`config.mk`:
```
export PLATFORM = sky130hd
export DESIGN_NAME = crr_ram
export DESIGN_NICKNAME = d
export VERILOG_FILES = /design/src/rtl/core/crr_ram.sv
export SDC_FILE = /design/constraint.sdc
export NUM_CORES = 1
export LEC_CHECK = 0
export ABC_AREA = 1
export BUFFER_PORTS_ARGS = -buffer_cell sky130_fd_sc_hd__buf_2
export CORE_UTILIZATION = 40
export CTS_CLUSTER_DIAMETER = 120
export CTS_CLUSTER_SIZE = 10
export DETAILED_ROUTE_END_ITERATION = 8
export SYNTH_ARGS = -nofsm -noshare
export SYNTH_HDL_FRONTEND = slang
export SYNTH_SLANG_ARGS = --single-unit
```
`constraint.sdc`:
```
create_clock -name clk -period 2.9 [get_ports clk]
set_clock_uncertainty 0.05 [all_clocks]
set_input_delay 0.58 -clock clk [delete_from_list [all_inputs] [get_ports clk]]
set_output_delay 0.58 -clock clk [all_outputs]
set_load 0.02 [all_outputs]
```
`src/rtl/core/crr_ram.sv`:
```
// Generic single-port synchronous RAM with a registered read.
// Stands alone; used for every store of the chroma repair block.
`timescale 1ns / 1ps
`default_nettype none

module crr_ram #(
	parameter int WIDTH = 8,
	parameter int DEPTH = 16
) (
	input  wire logic                     clk,
	input  wire logic                     we,
	input  wire logic [$clog2(DEPTH)-1:0] addr,
	input  wire logic [WIDTH-1:0]         wdata,
	output logic      [WIDTH-1:0]         rdata
);

	logic [WIDTH-1:0] mem [DEPTH];

	always_ff @(posedge clk) begin
		if (we) begin
			mem[addr] <= wdata;
		end
		rdata <= mem[addr];
	end

endmodule

`default_nettype wire

```
==> metrics.md <==
| Metric | Value |
|---|---|
| Commonest cells after routing, fill and taps aside | `nand2_1 (346), edfxtp_1 (128), inv_1 (21), buf_2 (21), nor2_1 (18)` |
| Setup TNS | `0 ns` |
| Hold/Removal Path Class | `in -> reg` |
| H-tree levels | `4` |
| Worst slew pin tran | `0.694 ns` |
| Peak supply drop | `436 uV` |
| Ant. Diodes | `0` |
| Setup crit start kind | `input port` |
| Tmin final | `1.87 ns` |
| Longest Clk Path Bufs | `2` |
| WS Path Type | `in -> reg` |
| Status | `completed` |
| CP top delay family | `simple AND/OR/NAND/NOR gates` |
| Sequential cell area | `4000 sq um` |
| Critical Path RT | `2.90 ns` |
| Initial core utilization | `0.416` |
| Post-synthesis sequential area ratio | `0.716` |
| Post-synth cell types | `11` |
| Die Width | `120 um` |
| Slowest Stage Delay on Critical Path | `0.57 ns` |
| Final worst path period share | `0.645` |
| Share of cells above drive strength 1 | `0.0973` |
| Vias/cell | `4.71` |
| Post-route insts no fill | `762` |
| Most common cell after layout, fill and taps aside | `nand2_1` |
| DRT Pass-1 Iters | `5` |
| CP arrival | `1.87 ns` |
| Placed cell count | `730` |
| CTS tree | `done` |
| Core region area | `13500 sq um` |
| Initial antenna violation count | `0` |
| #FFs+latches synth | `136` |
| Maxcap violations | `0` |
| CTS Root Cell | `clkbuf_16` |
| Final net count | `587` |
| Hold buffer count at cts | `0` |
| Die Area | `14500 sq um` |
| Initial DRC count | `332` |
| Main area contributors after synthesis | `edfxtp_1 (69%), nand2_1 (23%), dfxtp_1 (2.9%)` |
| Post-CTS setup buffers | `0` |
| Slowest stage cell, crit path | `nor2_1` |
| Area Overhead vs Synth | `15.9%` |
| Post-cts gate resize count | `0` |
| DPL Wire Length | `8.01 mm` |
| RSZ-0062 raised after global routing | `false` |
| DRT antenna net count | `0` |
| Clock sink total | `136` |
| R2r worst-path depth | `8` |
| Syn nets | `562` |
| Levels on crit path | `5` |
| Residual DRC count | `0` |
| Worst path bufs/invs | `3` |
| F_max | `535 MHz` |
| Largest net degree at the start of global routing | `49` |
| Synth area leader | `edfxtp_1` |
| Vias | `3589` |
| Top cell type's share of synthesized area | `0.687` |
| Synth Instances | `548` |
| Hold depth | `1` |
| Total GRT Usage | `0.192` |
| # rows | `42` |
| Clk_lat worst skew | `0.42 ns` |
| Cell Area, Synth | `5590 sq um` |
| CP max FO | `9` |
| LEAKAGE | `2.75 nW` |
| Setup violators final | `0` |
| Pwr Density | `737 nW/um^2` |
| CP cell instances | `buf_2, inv_1, nor2_1, inv_1, nor2_1` |
| FILL cells | `1274` |
| Relative slew slack | `0.536` |
| CTS Buf Count | `17` |
| # port buffers | `21` |
| Clock slew at reported path FFs | `0.06 ns` |
| Critical path capture point type | `flop` |
| GPL Wtd Cong | `0.839` |
| Syn avg cell area | `10.2 sq um` |
| WL final | `12.5 mm` |
| Remaining global-route overflow | `0` |
| Vias in the first global route | `3585` |
| Syn. warnings | `0` |
| Fin. max-slew vios | `0` |
| Die Y-Extent | `120 um` |
| Drt wl/cell | `16.3 um` |
| IO Count | `22` |
| Final hold violation count | `0` |
| Area occupied by multi-input gates | `1390 sq um` |
| First-pass GRT wire length | `19.9 mm` |
[Yosys cell counts, drive strengths merged]
cell type and instances:
buf 18, clkbuf 3, clkinv 1, dfxtp 8, edfxtp 128, inv 22, nand2 346, nand3 4
nor2 18
[metrics by stage]
step            util  area (sq um)  hold WS, ns  setup slack [ns]  power [W]
2_1_floorplan      -          5590        0.593             0.893    0.00242
3_3_place_gp   0.435          5850        0.670             0.629    0.00253
3_5_place_dp   0.435          5850        0.676             0.570    0.00253
4_1_cts        0.482          6480        0.555              1.03    0.00481
5_1_grt        0.482          6480        0.567             0.879    0.00493
6_report       0.482          6480        0.561              1.03    0.00478
[path summary, 6_finish.rpt]
| path | startpoint | slack (ns) | endpoint |
|---|---|---|---|
| max | addr[2] | 1.03 | mem[7][4]$_DFFE_PP_ |
| min | wdata[7] | 0.56 | mem[1][7]$_DFFE_PP_ |
| max reg2reg | mem[6][1]$_DFFE_PP_ | 1.81 | rdata[1]$_DFF_P_ |
| min reg2reg | mem[3][0]$_DFFE_PP_ | 0.68 | rdata[0]$_DFF_P_ |
[routing by layer]
metal  share of wire  global-route usage  wire, um
met2            0.47               0.299      5830
met3           0.063              0.0439       789
met5               0                   0         0
met1            0.45               0.260      5580
met4           0.020              0.0833       245
[report_power, final]
group	leakage, nW	internal, W	switching [W]	total, W
Combinational	1.23	0.0000692	0.000207	0.000277
Sequential	1.22	0.00220	0.0000115	0.00221
Clock	0.297	0.00152	0.000771	0.00229
Total	2.75	0.00379	0.000990	0.00478
[sequential cells by signal, indices dropped and copies added, names as in the netlist]
name	flops
rdata	8
mem	128
[area by class of cell]
type	count	share of cell area
clock inverter	13	0.0313
timing repair buffer	27	0.0232
inverter	23	0.0133
sequential	136	0.618
tap	176	0.0340
multi-input combinational	368	0.214
clock buffer	19	0.0668
[logic make-up (layout without fill, tap and decap cells)]
family,count (synthesis),in the layout,synth area share
buffers and inverters,44,82,0.0362
AND/OR/NAND/NOR,368,368,0.248
flip-flops,136,136,0.716
Power figures use the tool's default switching activity.
